[src/sv/accel_tilt_calibrated_assert.svh]
`ifndef ACCEL_TILT_CALIBRATED_ASSERT_SVH
`define ACCEL_TILT_CALIBRATED_ASSERT_SVH

// same-cycle implication, sampled on clk, off during rst
`define ATC_ASSERT_IMP(lbl, ante, cons, msg) \
  lbl: assert property (@(posedge clk) disable iff (rst) (ante) |-> (cons)) else $error(msg);

// next-cycle implication
`define ATC_ASSERT_NXT(lbl, ante, cons, msg) \
  lbl: assert property (@(posedge clk) disable iff (rst) (ante) |=> (cons)) else $error(msg);

`endif

[src/sv/atc_pkg.sv]
package atc_pkg;

  localparam int CORDIC_STEPS_DEF    = 16;
  localparam int COEF_BITS_DEF       = 21;
  localparam int ANGLE_FRAC_BITS_DEF = 8;

  localparam int FIELD_W = 21;
  localparam int REG_W   = 63;
  localparam int AT_FRAC = 20;
  localparam int ISQ_STEPS = 32;

  localparam logic [REG_W-1:0] ROW_X_RST = 63'd16777;
  localparam logic [REG_W-1:0] ROW_Y_RST = 63'd16777 << 21;
  localparam logic [REG_W-1:0] ROW_Z_RST = 63'd16777 << 42;
  localparam logic [REG_W-1:0] OFFS_RST  = '0;

  typedef enum logic [1:0] {
    REG_ROW_X   = 2'd0,
    REG_ROW_Y   = 2'd1,
    REG_ROW_Z   = 2'd2,
    REG_OFFSETS = 2'd3
  } reg_idx_t;

  typedef struct packed {
    logic [REG_W-1:0] row_x;
    logic [REG_W-1:0] row_y;
    logic [REG_W-1:0] row_z;
    logic [REG_W-1:0] offsets;
  } cal_cfg_t;

  typedef struct packed {
    logic signed [15:0] x;
    logic signed [15:0] y;
    logic signed [15:0] z;
  } cal_vec_t;

  typedef struct packed {
    logic [33:0] rem;
    logic [31:0] root;
  } isq_t;

  // arctangent of 2^-i in degrees at 2^-20
  function automatic logic [25:0] atan_deg(input int i);
    logic [25:0] v;
    case (i)
      0:  v = 26'd47185920;
      1:  v = 26'd27855475;
      2:  v = 26'd14718068;
      3:  v = 26'd7471121;
      4:  v = 26'd3750058;
      5:  v = 26'd1876857;
      6:  v = 26'd938658;
      7:  v = 26'd469357;
      8:  v = 26'd234682;
      9:  v = 26'd117342;
      10: v = 26'd58671;
      11: v = 26'd29335;
      12: v = 26'd14668;
      13: v = 26'd7334;
      14: v = 26'd3667;
      15: v = 26'd1833;
      16: v = 26'd917;
      17: v = 26'd458;
      18: v = 26'd229;
      19: v = 26'd115;
      20: v = 26'd57;
      21: v = 26'd29;
      22: v = 26'd14;
      23: v = 26'd7;
      default: v = '0;
    endcase
    return v;
  endfunction

  // one digit of a restoring square root
  function automatic isq_t isq_step(input isq_t cur, input logic [1:0] pair);
    logic [35:0] r2;
    logic [35:0] trial;
    isq_t nxt;
    r2 = {cur.rem, pair};
    trial = {2'b00, cur.root, 2'b01};
    if (r2 >= trial) begin
      nxt.rem  = 34'(r2 - trial);
      nxt.root = {cur.root[30:0], 1'b1};
    end else begin
      nxt.rem  = r2[33:0];
      nxt.root = {cur.root[30:0], 1'b0};
    end
    return nxt;
  endfunction

endpackage

[src/sv/atc_cfg.sv]
module atc_cfg (
  input  logic                clk,
  input  logic                rst,
  input  logic                psel,
  input  logic                penable,
  input  logic                pwrite,
  input  logic [4:0]          paddr,
  input  logic [63:0]         pwdata,
  output logic [63:0]         prdata,
  output logic                pready,
  output atc_pkg::cal_cfg_t   cfg
);

  atc_pkg::reg_idx_t idx;
  logic              wr;

  assign idx    = atc_pkg::reg_idx_t'(paddr[4:3]);
  assign wr     = psel && penable && pwrite;
  assign pready = 1'b1;

  always_ff @(posedge clk) begin
    if (rst) begin
      cfg.row_x   <= atc_pkg::ROW_X_RST;
      cfg.row_y   <= atc_pkg::ROW_Y_RST;
      cfg.row_z   <= atc_pkg::ROW_Z_RST;
      cfg.offsets <= atc_pkg::OFFS_RST;
    end else if (wr) begin
      case (idx)
        atc_pkg::REG_ROW_X:   cfg.row_x   <= pwdata[62:0];
        atc_pkg::REG_ROW_Y:   cfg.row_y   <= pwdata[62:0];
        atc_pkg::REG_ROW_Z:   cfg.row_z   <= pwdata[62:0];
        atc_pkg::REG_OFFSETS: cfg.offsets <= pwdata[62:0];
        default: ;
      endcase
    end
  end

  always_comb begin
    case (idx)
      atc_pkg::REG_ROW_X:   prdata = {1'b0, cfg.row_x};
      atc_pkg::REG_ROW_Y:   prdata = {1'b0, cfg.row_y};
      atc_pkg::REG_ROW_Z:   prdata = {1'b0, cfg.row_z};
      atc_pkg::REG_OFFSETS: prdata = {1'b0, cfg.offsets};
      default:              prdata = '0;
    endcase
  end

endmodule

[config.mk]
export PLATFORM = sky130hd
export DESIGN_NAME = atc_cfg
export DESIGN_NICKNAME = d
export VERILOG_FILES = /design/src/sv/accel_tilt_calibrated_assert.svh /design/src/sv/atc_pkg.sv /design/src/sv/atc_cfg.sv
export SDC_FILE = /design/constraint.sdc
export NUM_CORES = 1
export LEC_CHECK = 0
export BUFFER_PORTS_ARGS = -buffer_cell sky130_fd_sc_hd__buf_2
export CAP_MARGIN = 30
export CORE_AREA = 2 2 152 154
export DETAILED_ROUTE_END_ITERATION = 16
export DIE_AREA = 0 0 154 156
export PLACE_DENSITY = 0.84
export SKIP_CTS_REPAIR_TIMING = 1
export SLEW_MARGIN = 20
export SYNTH_ARGS = -nofsm -noshare
export SYNTH_HDL_FRONTEND = slang
export SYNTH_SLANG_ARGS = --single-unit
[constraint.sdc]
create_clock -name clk -period 1.95 [get_ports clk]
set_input_delay 0.0975 -clock clk [delete_from_list [all_inputs] [get_ports clk]]
set_output_delay 0.0975 -clock clk [all_outputs]
set_load 0.02 [all_outputs]
==> results_tabular.tex <==
\begin{tabular}{lr}
\hline
Metric & Value \\
\hline
\multicolumn{2}{l}{\textbf{Layout}} \\
Share of layout cells above drive strength 1 & 0.351 \\
Antenna diode count & 0 \\
Area Overhead vs Synth & 31.9\% \\
Design area & 15200 µm² \\
Top Registers & cfg x252 \\
Number of flip-flops under the largest register name & 252 \\
Largest Register & cfg \\
Number of nets in the layout & 1541 \\
\multicolumn{2}{l}{\textbf{Place}} \\
Final GP Congestion & 0.809 \\
Post-DP HPWL & 21800 µm \\
Buffers on Ports & 384 \\
Cell Area, Placed & 13600 µm² \\
\multicolumn{2}{l}{\textbf{Power}} \\
Fraction of power spent switching nets & 0.234 \\
Power density normalized to cell area & 754 nW/µm² \\
Reported leakage power & 7.27 nW \\
Internal Dissipation & 8.76 mW \\
Peak VDD IR & 0.561 mV \\
Part of the total power dissipated in combinational logic & 0.092 \\
Power dissipated by switching net loads & 2.67 mW \\
Clock Power Share & 0.447 \\
Sequential fraction of design power & 0.461 \\
\multicolumn{2}{l}{\textbf{Global route}} \\
Number of global-route vias before repair & 9351 \\
Pin count of the biggest net entering global routing & 89 \\
GRT Resource Usage Total & 0.257 \\
First-pass GRT wire length & 50000 µm \\
Total overflow reported by the global router & 0 \\
Number of antenna violations at the first check in global routing & 0 \\
\multicolumn{2}{l}{\textbf{Critical path}} \\
Register-to-register path setup slack & 0.78 ns \\
Critical path's top delay family & buffers and inverters \\
CP peak stage delay & 0.58 ns \\
Kind of critical path & input pin to primary output \\
Cell type of the slowest stage on the worst timing path & mux4\_2 \\
WP buf/inv & 3 \\
Number of cell instances on the worst register-to-register path & 3 \\
Endpoint of the most critical register-to-register path & cfg[192]\$\_SDFFE\_PP1P\_ \\
Data arrival at the endpoint of the critical path & 1.56 ns \\
Crit. End Element & primary output \\
List of cells traversed by the critical path & buf\_4, buf\_4, mux4\_2, buf\_2 \\
Startpoint kind of the worst setup timing path & input pin \\
Reg-to-reg critical path startpoint & cfg[192]\$\_SDFFE\_PP1P\_ \\
CP dominant cell by count & buf\_4 \\
Worst Path Required & 1.85 ns \\
Maximum fanout encountered on the critical timing path & 35 \\
\multicolumn{2}{l}{\textbf{Synthesis}} \\
Yosys top cell by area & dfxtp\_1 \\
Async set-or-reset flop fraction in the synthesized netlist & 0 \\
Mapped cell area & 11500 µm² \\
Synthesized netlist net count & 1133 \\
Synthesized area divided by synthesized cell count & 10.9 µm² \\
Most common flop cell mapped by yosys & dfxtp\_1 \\
Most common cell in the synthesized netlist & dfxtp\_1 \\
Ranking of synthesized cells by instance count & dfxtp\_1, nand2b\_1, mux2i\_1 \\
Flip-flop and latch count after synthesis & 252 \\
Synthesis warning total & 0 \\
Sequential cell area fraction in the yosys report & 0.439 \\
Dominant cells by area after synthesis & dfxtp\_1, mux2i\_1, nand2b\_1 \\
Area share of the leading cell type in the synthesized netlist & 0.439 \\
Gate count of the mapped netlist & 1059 \\
Number of distinct library cells after synthesis & 20 \\
EDFF count, synth & 0 \\
\multicolumn{2}{l}{\textbf{Status}} \\
Status & finished, violations left \\
Violated checks & negative hold slack \\
\multicolumn{2}{l}{\textbf{Job}} \\
Max-cap check violation count & 0 \\
\multicolumn{2}{l}{\textbf{Hold path}} \\
Hold Path Sink & cfg[177]\$\_SDFFE\_PP0P\_ \\
Path class of the lowest-slack min-delay path & input pin to flop \\
Source of the worst hold timing path & pwdata[51] \\
Number of stages on the worst hold path & 3 \\
\multicolumn{2}{l}{\textbf{Detailed routing}} \\
Remaining number of nets flagged by the antenna check after routing & 0 \\
Routed vias/inst & 5.47 \\
DRC violation count after routing & 0 \\
DRT iter0 DRCs & 537 \\
Routed wire length & 33700 µm \\
WL/cell & 19.0 µm \\
First-pass iteration count of the detailed router & 4 \\
Total via count in the routed design & 9694 \\
\multicolumn{2}{l}{\textbf{Clock network}} \\
Number of clock sinks & 252 \\
Clock slew seen by the registers of the worst setup and hold paths & 0.06 ns \\
Clock latency on the worst-skew pair & 0.52 ns \\
Maximum buffer depth of the clock tree & 3 \\
Cts bufs inserted & 26 \\
Maximum level of the CTS H-tree & 1 \\
Clock root buffer & clkbuf\_16 \\
CTS tree & yes \\
\multicolumn{2}{l}{\textbf{Timing}} \\
Portion of the clock cycle consumed by the worst path in the final layout & 0.848 \\
Timing-limited maximum frequency & 605 MHz \\
Max-slew violation count & 0 \\
Clock period minus final worst setup slack & 1.65 ns \\
Worst max-slew margin expressed relative to the limit & 0.507 \\
Worst Hold Margin & -0.0206 ns \\
Slew @ Worst Pin & 0.740 ns \\
Number of hold violations in the final report & 3 \\
Unrepaired setup endpoints after global routing & no \\
Clock skew after layout & 0 ns \\
Final setup viols & 0 \\
Accumulated negative setup slack & 0 ns \\
\multicolumn{2}{l}{\textbf{Floorplan}} \\
Horiz. Die Dim & 154 µm \\
Die footprint & 24000 µm² \\
Floorplan die height & 156 µm \\
Std-Cell Core Area & 22400 µm² \\
Ports placed on the boundary & 391 \\
Initial Utilization & 0.514 \\
Total number of placement rows & 55 \\
\hline
\end{tabular}
-- worst min-delay path, stage by stage --
cell	delay (ns)
buf_2	0.08
nand2b_1	0.13
mux2i_1	0.15
-- how the worst max path moves through the flow --
stage          slack, ns         end  cells past startpoint                  from
6_report            0.30  prdata[58]                      4              paddr[4]
5_1_grt             0.23  prdata[58]                      4              paddr[4]
4_1_cts             0.29  prdata[10]                      2  cfg[10]$_SDFFE_PP0P_
3_5_place_dp        0.29  prdata[58]                      4              paddr[4]
3_3_place_gp        0.34  prdata[60]                      4              paddr[4]
2_1_floorplan       0.55  prdata[10]                      4              paddr[3]
-- kinds of logic after synthesis --
logic type	synth area share
simple gates	0.178
mux	0.292
flops	0.439
compound gates	0.0505
buf+inv	0.0396
other cells	0.000653
-- routing by layer --
metal / global-route usage / vias up / share of wire
li1: - / 4462 / -
met1: 0.307 / 4757 / 0.39
met2: 0.467 / 396 / 0.52
met3: 0.0428 / 79 / 0.060
met4: 0.0926 / 0 / 0.029
met5: 0 / - / 0
-- power by group through the flow --
stage	clock (mW)	sequential (mW)	combinational, mW
6_report	5.11	5.27	1.05
5_1_grt	5.40	5.28	1.12
4_1_cts	5.19	5.27	0.939
3_5_place_dp	0	5.39	0.935
3_3_place_gp	0	5.38	0.921
2_1_floorplan	0	5.45	0.554
-- cells in the final DEF, fill, tap and decap left out, types with 4 or more instances in the layout --
master,instances
mux2i_1,194
nor2_1,30
buf_2,381
dfxtp_1,252
buf_12,7
mux4_2,63
dlygate4sd3_1,64
clkbuf_1,4
clkinv_2,5
o21ai_0,115
clkbuf_16,27
buf_4,18
nand2b_1,242
nor2b_1,58
clkbuf_8,7
-- per-stage QoR --
step                      setup WS [ns]  hold WS [ns]  cells   util  power, mW
after CTS                         0.293        -0.167   1708  0.649       11.4
after floorplan                   0.546         0.265   1059      -       6.01
final                             0.297       -0.0206   1772  0.678       11.4
after global routing              0.228       0.00282   1772  0.678       11.8
after detailed placement          0.294         0.377   1660  0.609       6.32
after global placement            0.336         0.368   1660  0.609       6.30
-- layout make-up --
| type | count | area, µm² |
|---|---|---|
| Timing Repair Buffer | 472 | 2850 |
| Clock buffer | 38 | 787 |
| Sequential cell | 252 | 5040 |
| Tap cell | 285 | 357 |
| Multi-Input combinational cell | 714 | 6010 |
| Clock inverter | 10 | 109 |
| Fill cell | 1646 | 7210 |
| Inverter | 1 | 3.75 |
Note: power is estimated with default switching activity, not from simulation.
