**config.mk**
```make
export PLATFORM = sky130hd
export DESIGN_NAME = atc_queue
export DESIGN_NICKNAME = d
export VERILOG_FILES = /design/src/sv/accel_tilt_calibrated_assert.svh /design/src/sv/atc_queue.sv
export SDC_FILE = /design/constraint.sdc
export NUM_CORES = 1
export LEC_CHECK = 0
export ABC_AREA = 1
export BUFFER_PORTS_ARGS = -buffer_cell sky130_fd_sc_hd__buf_2
export CELL_PAD_IN_SITES_DETAIL_PLACEMENT = 0
export CELL_PAD_IN_SITES_GLOBAL_PLACEMENT = 1
export CORE_MARGIN = 2
export CORE_UTILIZATION = 51
export CTS_CLUSTER_SIZE = 14
export DETAILED_ROUTE_END_ITERATION = 6
export GPL_TIMING_DRIVEN = 0
export HOLD_SLACK_MARGIN = 0.02
export PLACE_DENSITY = 0.88
export SLEW_MARGIN = 20
export SYNTH_ARGS = -nofsm -noshare
export SYNTH_HDL_FRONTEND = slang
export SYNTH_SLANG_ARGS = --single-unit
```
**constraint.sdc**
```tcl
create_clock -name clk -period 10.1 [get_ports clk]
set_clock_uncertainty 0.2 [all_clocks]
set_input_delay 2.02 -clock clk [delete_from_list [all_inputs] [get_ports clk]]
set_output_delay 2.02 -clock clk [all_outputs]
set_load 0.1 [all_outputs]
```
**src/sv/accel_tilt_calibrated_assert.svh**
```systemverilog
`ifndef ACCEL_TILT_CALIBRATED_ASSERT_SVH
`define ACCEL_TILT_CALIBRATED_ASSERT_SVH

// same-cycle implication, sampled on clk, off during rst
`define ATC_ASSERT_IMP(lbl, ante, cons, msg) \
  lbl: assert property (@(posedge clk) disable iff (rst) (ante) |-> (cons)) else $error(msg);

// next-cycle implication
`define ATC_ASSERT_NXT(lbl, ante, cons, msg) \
  lbl: assert property (@(posedge clk) disable iff (rst) (ante) |=> (cons)) else $error(msg);

`endif

```
**src/sv/atc_queue.sv**
```systemverilog
module atc_queue #(
  parameter int WIDTH = 48,
  parameter int DEPTH = 4
) (
  input  logic             clk,
  input  logic             rst,
  input  logic             push,
  input  logic [WIDTH-1:0] din,
  output logic             full,
  input  logic             pop,
  output logic [WIDTH-1:0] dout,
  output logic             empty
);

  localparam int AW = $clog2(DEPTH);

  logic [WIDTH-1:0] mem [DEPTH];
  logic [AW-1:0]    wr_ptr;
  logic [AW-1:0]    rd_ptr;
  logic [AW:0]      count;
  logic             do_push;
  logic             do_pop;

  assign full    = (count == (AW+1)'(DEPTH));
  assign empty   = (count == '0);
  assign do_push = push && !full;
  assign do_pop  = pop && !empty;
  assign dout    = mem[rd_ptr];

  always_ff @(posedge clk) begin
    if (rst) begin
      wr_ptr <= '0;
      rd_ptr <= '0;
      count  <= '0;
    end else begin
      if (do_push) begin
        wr_ptr <= (wr_ptr == AW'(DEPTH-1)) ? '0 : wr_ptr + 1'b1;
      end
      if (do_pop) begin
        rd_ptr <= (rd_ptr == AW'(DEPTH-1)) ? '0 : rd_ptr + 1'b1;
      end
      count <= count + (AW+1)'(do_push) - (AW+1)'(do_pop);
    end
  end

  always_ff @(posedge clk) begin
    if (do_push) begin
      mem[wr_ptr] <= din;
    end
  end

endmodule

```
==> impl_metrics.csv, run 1 <==
group,metric,value,unit
detailed_routing,initialDrtViolationCount,364,
timing,setup_violations,0,
clock_network,cts.sinks,201,
synth,synth_top_family_by_area,"compound AO/OA/AOI/OAI gates",
timing,rsz0062_at_grt,"no",
detailed_routing,avgRoutedWirePerCell,19.3,µm
timing,period_share,44.0,%
cells_and_area,fill_cells,1056,
cells_and_area,area_growth,21.3,%
clock_network,cts_buffer_depth,3,
critical_path,crit_fanout,10,
detailed_routing,routed_wl,16.6,mm
synth,synthArstFlopShare,0,%
cells_and_area,fin_nets,724,
synth,synthMuxAreaShare,0,%
timing,slew_violations,0,
synth,synth_fa_ha_area_share,1.40,%
timing,fmax,0.225,GHz
global_route,grt_max_degree,24,
synth,syn_inst,532,
clock_network,cts_tree,"yes",
synth,avgSynthCellArea,14.4,µm²
clock_network,clk_pin_slew,60,ps
synth,ys_seq_elements,201,
synth,synthSimpleGateAreaFrac,6.64,%
floorplan,die_w,127,µm
place,numPortBuffers,101,
global_route,grt_overflow,0,
critical_path,reg2reg_slack,7680,ps
clock_network,h-tree-depth,1,
hold_path,hp-class,"reg -> reg",
detailed_routing,viasPerCell,5.64,
critical_path,cp-start-kind,"register",
synth,seq_area_frac_synth,77.5,%
status,outcome,"complete, no violations",
cells_and_area,layout-drive-gt1-share,26.7,%
floorplan,initial_core_util,52.6,%
clock_network,cts_resized,0,
global_route,antenna_found_initial,2,
timing,worst_pin_slew,595,ps
floorplan,dieArea,0.0160,mm²
place,dp.final_hpwl,10.5,mm
place,place_area,0.00863,mm²
synth,ys_types,25,
place,gp_congestion,0.732,
critical_path,crit_type,"reg -> out",
critical_path,cp-end-kind,"output port",
timing,period_minus_slack,4440,ps
synth,ys.flop_type,"edfxtp_1",
floorplan,rows,44,
clock_network,root_buffer,"clkbuf_16",
clock_network,cts_made_buffers,21,
floorplan,ioPinCount,102,
global_route,grt_pass1_wl,25.2,mm
synth,yosysTopAreaCell,"edfxtp_1",
synth,synth_area_leaders,"edfxtp_1 (75%), o21ai_0 (5.7%), nor2_1 (5.0%), o22ai_1 (3.9%), dfxtp_1 (2.3%)",
synth,synth_edf_count,192,
clock_network,cts_hold_buf,0,
detailed_routing,drcViolationCount,0,
synth,synth_commonest_cells,"edfxtp_1 (192), nor2_1 (102), o21ai_0 (87), o22ai_1 (48), inv_1 (16)",
timing,finalHoldViolCount,0,
detailed_routing,first_pass_iters,4,
clock_network,postCtsSetupBuffers,0,
synth,synthXorXnorAreaFrac,0.114,%
synth,synth_compound_area_share,10.4,%
synth,syn_area,0.00767,mm²
synth,syn_nets,592,
floorplan,die-height,127,µm
clock_network,clk_latency,490,ps
critical_path,cp.required,7880,ps
floorplan,core_area,0.0146,mm²
critical_path,arrival,2220,ps
detailed_routing,vias,4865,
synth,yosysWarnings,0,
run,max_cap_violations,0,
detailed_routing,detail-route-antenna-nets,0,
synth,synth.top_cell.area_share,75.1,%
cells_and_area,finalInstanceArea,0.00931,mm²
synth,synth.most_common_cell,"edfxtp_1",
global_route,grt_pass1_vias,4857,
global_route,grt_use_total,20.4,%
timing,setup_tns,0,ps
timing,slew_headroom,60.2,%
path summary, 6_finish.rpt:
kind                     to  cells past startpoint  startpoint
setup / recovery   dout[46]                      5    register
hold / removal    rd_ptr[1]                      2   rd_ptr[1]
setup reg to reg  mem[3][0]                      6    count[1]
hold reg to reg   rd_ptr[1]                      2   rd_ptr[1]
layout make-up:
type	instances	area [µm²]	share of cell area, %
Timing Repair Buffer	109	696	7.48
Clock inverter	12	134	1.44
Antenna cell	1	2.50	0.0269
Multi-Input combinational cell	282	1450	15.6
Buffer	31	233	2.50
Clock buffer	25	541	5.81
Sequential cell	201	5950	63.9
Inverter	18	72.6	0.780
Tap cell	184	230	2.47
kinds of logic (layout without fill, tap and decap cells):
logic type               count (synthesis)  after routing
other                                    0              1
flip-flops                             201            201
adder cells (fa/ha/maj)                  8              8
AO/OA/AOI/OAI                          147            147
AND/OR/NAND/NOR                        126            126
XOR/XNOR                                 1              1
buffers and inverters                   49            195
sequential cells by signal (all words and copies together) (netlist names), named ones only:
signal	cells
mem	192
rd_ptr	2
count	3
wr_ptr	2
worst max-delay path, stage by stage (launching register included):
cell,delay [ps]
dfxtp_1,360
inv_2,80
clkbuf_1,390
o21ai_0,240
o22ai_1,210
buf_2,460
routing by layer:
metal | track usage [%] | vias to the layer above | part of all wire, %
met4 | 7.63 | 2 | 2.7
li1 | - | 2230 | -
met1 | 25.2 | 2375 | 39
met3 | 3.37 | 35 | 6.9
met2 | 36.1 | 223 | 52
met5 | 0 | - | 0.078
layout by cell type (no fill, tap or decap), drive strengths merged:
master / n
fa: 1
diode: 1
nand3b: 2
a21oi: 3
o22ai: 48
xnor2: 1
clkbuf: 36
nand2: 10
clkinvlp: 2
edfxtp: 192
inv: 18
or2: 1
ha: 7
dfxtp: 9
nor2: 112
clkinv: 7
nand3: 1
o21ai: 96
bufinv: 3
buf: 129
per-stage QoR:
step,utilization [%],setup slack [ps],hold slack [ps],std cells
6_report,63.8,5660,343,863
5_1_grt,63.8,5510,389,863
4_1_cts,63.8,5640,339,862
3_5_place_dp,59.1,6140,333,825
3_3_place_gp,57.6,3500,318,817
2_1_floorplan,-,5260,283,532
Power of run 1 is left out: the tool's default activity adds up to more than one toggle a clock period on the data nets, which glitch-free logic cannot reach.
==> run 2: changes to the inputs <==
Settings changed: CORE_UTILIZATION 51 to 47, PLACE_DENSITY 0.88 to 0.83.
Clock period 10.1 ns to 4.33 ns, I/O delays scaled along.
==> run 2 against run 1 <==
- non-clock buffer count did not move
- critical endpoint is now dout[3]
- cell area increased by 0.50%
- critical path type unchanged
- routed wire length rose by 0.35%
==> impl_metrics.csv, run 2 (same netlist as run 1, synthesis figures left out) <==
group,metric,value,unit
status,outcome,"complete, no violations",
timing,setup_violations,0,
detailed_routing,detail-route-antenna-nets,0,
timing,slew_headroom,54.1,%
floorplan,ioPinCount,102,
floorplan,die-height,132,µm
clock_network,cts_hold_buf,0,
clock_network,h-tree-depth,1,
cells_and_area,final_cell_mix,"edfxtp_1 (192), buf_2 (109), nor2_1 (98)",
cells_and_area,largest_reg_flops,192,
clock_network,clk_pin_slew,60,ps
cells_and_area,layout_commonest_cell,"edfxtp_1",
critical_path,arrival,2330,ps
cells_and_area,area_growth,21.9,%
floorplan,initial_core_util,48.1,%
floorplan,core_area,0.0159,mm²
critical_path,cp.required,3260,ps
detailed_routing,drcViolationCount,0,
critical_path,slowest_stage,"buf_2",
timing,slew_violations,0,
cells_and_area,postLayoutCoreUtil,58.7,%
clock_network,postCtsSetupBuffers,0,
cells_and_area,regMostFlops,"mem",
detailed_routing,initialDrtViolationCount,425,
timing,period_share,78.5,%
critical_path,crit_chain,"clkbuf_1 > o21ai_0 > o22ai_1 > buf_2",
floorplan,rows,46,
critical_path,critical_path.top_delay_family,"buffers and inverters",
critical_path,cp-end-kind,"output port",
clock_network,cts_made_buffers,21,
clock_network,cts_buffer_depth,3,
place,post-place-ws,1450,ps
global_route,grt_pass1_wl,25.8,mm
global_route,grt_overflow,0,
detailed_routing,viasPerCell,5.43,
hold_path,hp-class,"reg -> reg",
place,numPortBuffers,101,
timing,fmax,0.294,GHz
cells_and_area,layout-drive-gt1-share,27.4,%
clock_network,root_buffer,"clkbuf_16",
clock_network,cts_resized,0,
critical_path,crit_fanout,10,
detailed_routing,routed_wl,16.7,mm
run,max_cap_violations,0,
detailed_routing,avgRoutedWirePerCell,18.6,µm
global_route,grt_pass1_vias,4881,
critical_path,worst-path-buf-inv,2,
global_route,grt_max_degree,22,
clock_network,clk_latency,500,ps
clock_network,cts_tree,"yes",
timing,fin_ws,932,ps
critical_path,cp_slowest_stage_delay,490,ps
timing,worst_pin_slew,687,ps
floorplan,dieArea,0.0174,mm²
place,dp.final_hpwl,10.4,mm
cells_and_area,top_regs,"mem (192), count (3)",
detailed_routing,vias,4862,
floorplan,die_w,132,µm
global_route,antenna_found_initial,3,
timing,finalHoldViolCount,0,
cells_and_area,fin_nets,724,
critical_path,crit_type,"reg -> out",
clock_network,cts.sinks,201,
timing,period_minus_slack,3400,ps
critical_path,cp-start-kind,"register",
place,gp_congestion,0.781,
timing,rsz0062_at_grt,"no",
detailed_routing,first_pass_iters,5,
global_route,grt_use_total,19.1,%
[run 2: cell types whose count changed in the layout (fill, tap and decap cells not counted), moves of 2 or more]
cell        previous run  this run
buf_16                 4         6
clkinv_2               2         7
buf_12                 6         4
clkbuf_1               8         5
clkinvlp_4             2         0
inv_6                  1         3
[run 2: layout make-up]
type / count / area [µm²]
inverters: 18 / 72.6
repair buffers: 109 / 711
clock buffers: 22 / 529
plain buffers: 31 / 233
diodes: 1 / 2.50
fillers: 1259 / 6590
multi-input cells: 282 / 1450
well taps: 216 / 270
flip-flops and latches: 201 / 5950
clock inverters: 16 / 136
[run 2: worst paths after layout]
check	startpoint	end	slack, ps	cells after the start
max	register	dout[3]	930	4
min	rd_ptr[1]	rd_ptr[1]	330	2
max reg2reg	count[1]	mem[0][8]	1920	6
min reg2reg	rd_ptr[1]	rd_ptr[1]	330	2
[run 2: layer usage]
metal  vias up  share of wire, %  GRT usage (%)
li1       2240                 -              -
met1      2369                40           24.7
met2       212                49           32.1
met3        37               8.4           4.58
met4         4               2.7           6.10
met5         -              0.16              0
[run 2: through the flow]
step	instance area, µm²	TNS (ps)	hold WS (ps)	instances
finish	9350	0	334	896
global route	9350	0	344	896
CTS	9350	0	326	895
detailed placement	8680	0	317	857
global placement	8450	-220950	311	849
floorplan	7670	0	283	532
[run 2: worst min-delay path, cell delays in order (launching register included)]
cell and delay [ps]:
dfxtp_1 320, a21oi_1 110, nor2_1 60
Power of run 2 is left out for the same reason.
==> run 3: changes to the inputs <==
Settings changed: ABC_AREA 1 to 0, CORE_UTILIZATION 47 to 45, PLACE_DENSITY 0.83 to 0.79.
Clock period 4.33 ns to 2.8 ns, I/O delays scaled along.
==> run 3 against run 2 <==
- register-to-register slack lost 1600 ps
- highest routed layer is now met4
- sequential share of layout area grew 2.6 points
- critical endpoint is now dout[35]
- critical path depth is the same
- hold slack lost 240 ps
- global-route usage shrank 4.7 points
==> impl_metrics.csv, run 3 <==
group,metric,value,unit
synth,ys_seq_elements,201,
synth,avgSynthCellArea,24.7,µm²
global_route,grt_pass1_wl,19.6,mm
place,dp.final_hpwl,7.52,mm
place,gp_congestion,0.712,
synth,synth_edf_count,192,
critical_path,crit_fanout,10,
detailed_routing,first_pass_iters,4,
hold_path,hp-class,"in -> reg",
synth,synth.top_cell.area_share,77.9,%
timing,slew_violations,0,
critical_path,cp-start-kind,"register",
timing,setup_tns,0,ps
floorplan,initial_core_util,46.3,%
synth,synth_area_leaders,"edfxtp_1 (78%), mux4_2 (15%), dfxtp_1 (2.4%), ha_1 (1.2%), buf_6 (0.46%)",
detailed_routing,initialDrtViolationCount,182,
power,p_leak,0.00307,µW
detailed_routing,detail-route-antenna-nets,0,
synth,syn_area,0.00740,mm²
power,p_switching,3850,µW
synth,synth.most_common_cell,"edfxtp_1",
cells_and_area,top_regs,"mem (192), count (3)",
cells_and_area,postLayoutCoreUtil,56.1,%
synth,syn_inst,300,
cells_and_area,layout_commonest_cell,"edfxtp_1",
power,p_seq_share,37.6,%
synth,synth_commonest_cells,"edfxtp_1 (192), mux4_2 (48), dfxtp_1 (9), inv_1 (8), ha_1 (7)",
power,clkPwrFrac,25.8,%
synth,yosysWarnings,0,
timing,period_share,97.1,%
clock_network,cts_tree,"yes",
timing,fin_ws,81.0,ps
cells_and_area,area_growth,21.4,%
power,p_int,6070,µW
cells_and_area,regMostFlops,"mem",
floorplan,ioPinCount,102,
clock_network,root_buffer,"clkbuf_16",
critical_path,cp.required,2040,ps
detailed_routing,viasPerCell,5.13,
cells_and_area,final_cell_mix,"edfxtp_1 (192), buf_2 (81), mux4_2 (48)",
clock_network,clk_latency,470,ps
timing,slew_headroom,48.0,%
timing,setup_violations,0,
place,post-place-ws,337,ps
cells_and_area,layout-drive-gt1-share,44.9,%
synth,synthMuxAreaShare,14.7,%
detailed_routing,drcViolationCount,0,
global_route,antenna_found_initial,0,
floorplan,die-height,132,µm
synth,syn_nets,360,
detailed_routing,avgRoutedWirePerCell,19.0,µm
clock_network,clk_pin_slew,60,ps
global_route,grt_overflow,0,
synth,seq_area_frac_synth,80.3,%
synth,ys_types,25,
synth,yosysTopAreaCell,"edfxtp_1",
critical_path,cp-end-kind,"output port",
timing,period_minus_slack,2720,ps
power,max-vdd-ir-drop,0.000730,V
timing,fmax,0.368,GHz
status,outcome,"complete, no violations",
run,max_cap_violations,0,
global_route,grt_pass1_vias,3727,
floorplan,die_w,132,µm
floorplan,rows,46,
place,numPortBuffers,101,
cells_and_area,fin_nets,483,
clock_network,h-tree-depth,1,
synth,synth_compound_area_share,0.507,%
power,power_density,1100,mW/mm²
synth,synthXorXnorAreaFrac,0.237,%
detailed_routing,vias,3347,
critical_path,arrival,1960,ps
synth,synth_top_family_by_area,"multiplexers",
power,switching_share,38.8,%
clock_network,cts.sinks,201,
synth,synth_fa_ha_area_share,1.45,%
clock_network,cts_buffer_depth,3,
synth,ys.flop_type,"edfxtp_1",
synth,synthSimpleGateAreaFrac,1.32,%
detailed_routing,routed_wl,12.4,mm
floorplan,dieArea,0.0175,mm²
timing,finalHoldViolCount,0,
place,dp.cells,617,
floorplan,core_area,0.0160,mm²
global_route,grt_max_degree,49,
cells_and_area,fin_cells,653,
cells_and_area,largest_reg_flops,192,
power,power_frac_comb,36.6,%
critical_path,crit_type,"reg -> out",
timing,worst_pin_slew,780,ps
cells_and_area,antenna_cells,0,
synth,synthArstFlopShare,0,%
global_route,grt_use_total,14.4,%
clock_network,cts_made_buffers,20,
==> run 3: changes by cell type after synthesis, moves of 3 or more <==
cell	delta
buf_6	-3
inv_1	-8
o21ai_1	-9
o21ai_0	-87
buf_4	-3
nor2_2	-10
mux4_2	+48
nor2_1	-100
buf_2	-3
and3_2	+4
clkbuf_2	-5
o22ai_1	-48
nand2_1	-9
==> run 3: critical path: stages, from the launching register on <==
cell	delay, ps
dfxtp_2	380
buf_12	170
buf_8	170
mux4_2	550
buf_6	210
==> run 3: path summary, 6_finish.rpt <==
| check | startpoint | to | slack, ps | cells past startpoint |
|---|---|---|---|---|
| min reg2reg | rd_ptr[0] | register | 310 | 2 |
| max | register | dout[35] | 80 | 4 |
| min | din[18] | mem[0][18] | 100 | 1 |
| max reg2reg | count[1] | count[2] | 300 | 8 |
==> run 3: final cells by class <==
class	count	area [µm²]
Buffer	11	121
Timing Repair Buffer	101	601
Clock buffer	23	533
Fill cell	1228	7020
Sequential cell	201	5950
Inverter	8	30.0
Multi-Input combinational cell	80	1370
Tap cell	216	270
Clock inverter	13	108
==> run 3: metrics by stage <==
step	power [µW]	hold WS (ps)	instance area [µm²]
finish	9920	96.3	8980
detailed placement	7300	308	8200
global route	10200	78.9	8980
floorplan	6730	256	7410
CTS	9990	81.9	8950
global placement	7240	277	8180
==> run 3: layer usage <==
layer / GRT usage, % / vias to the layer above / wire, µm
met3: 2.96 / 14 / 716
li1: - / 1512 / -
met1: 18.8 / 1734 / 5240
met2: 25.0 / 87 / 6280
met4: 3.64 / 0 / 182
met5: 0 / - / 0
==> run 3: logic make-up after synthesis <==
group	after synthesis
AOI/OAI and AO/OA	5
xor gates and xnor gates	2
adders and majority gates	8
buffers and inverters	19
DFF	201
muxes	49
and+or+nand+nor	16
==> run 3: what timing repair did <==
action / CTS / global route
pin swaps: 0 / 0
gates resized for setup: 39 / 9
cloned: 0 / 0
endpoints found under the setup margin: 40 / 38
setup buffers: 0 / 0
hold buffers: 0 / 0
==> run 3: power by group through the flow <==
| stage | registers, µW | clock network [µW] | logic, µW |
|---|---|---|---|
| 2_1_floorplan | 3760 | 0 | 2970 |
| 3_5_place_dp | 3790 | 0 | 3500 |
| 5_1_grt | 3760 | 2720 | 3770 |
| 3_3_place_gp | 3770 | 0 | 3470 |
| 6_report | 3730 | 2560 | 3630 |
| 4_1_cts | 3730 | 2610 | 3640 |
No activity file was read; power rests on OpenSTA's default activity.
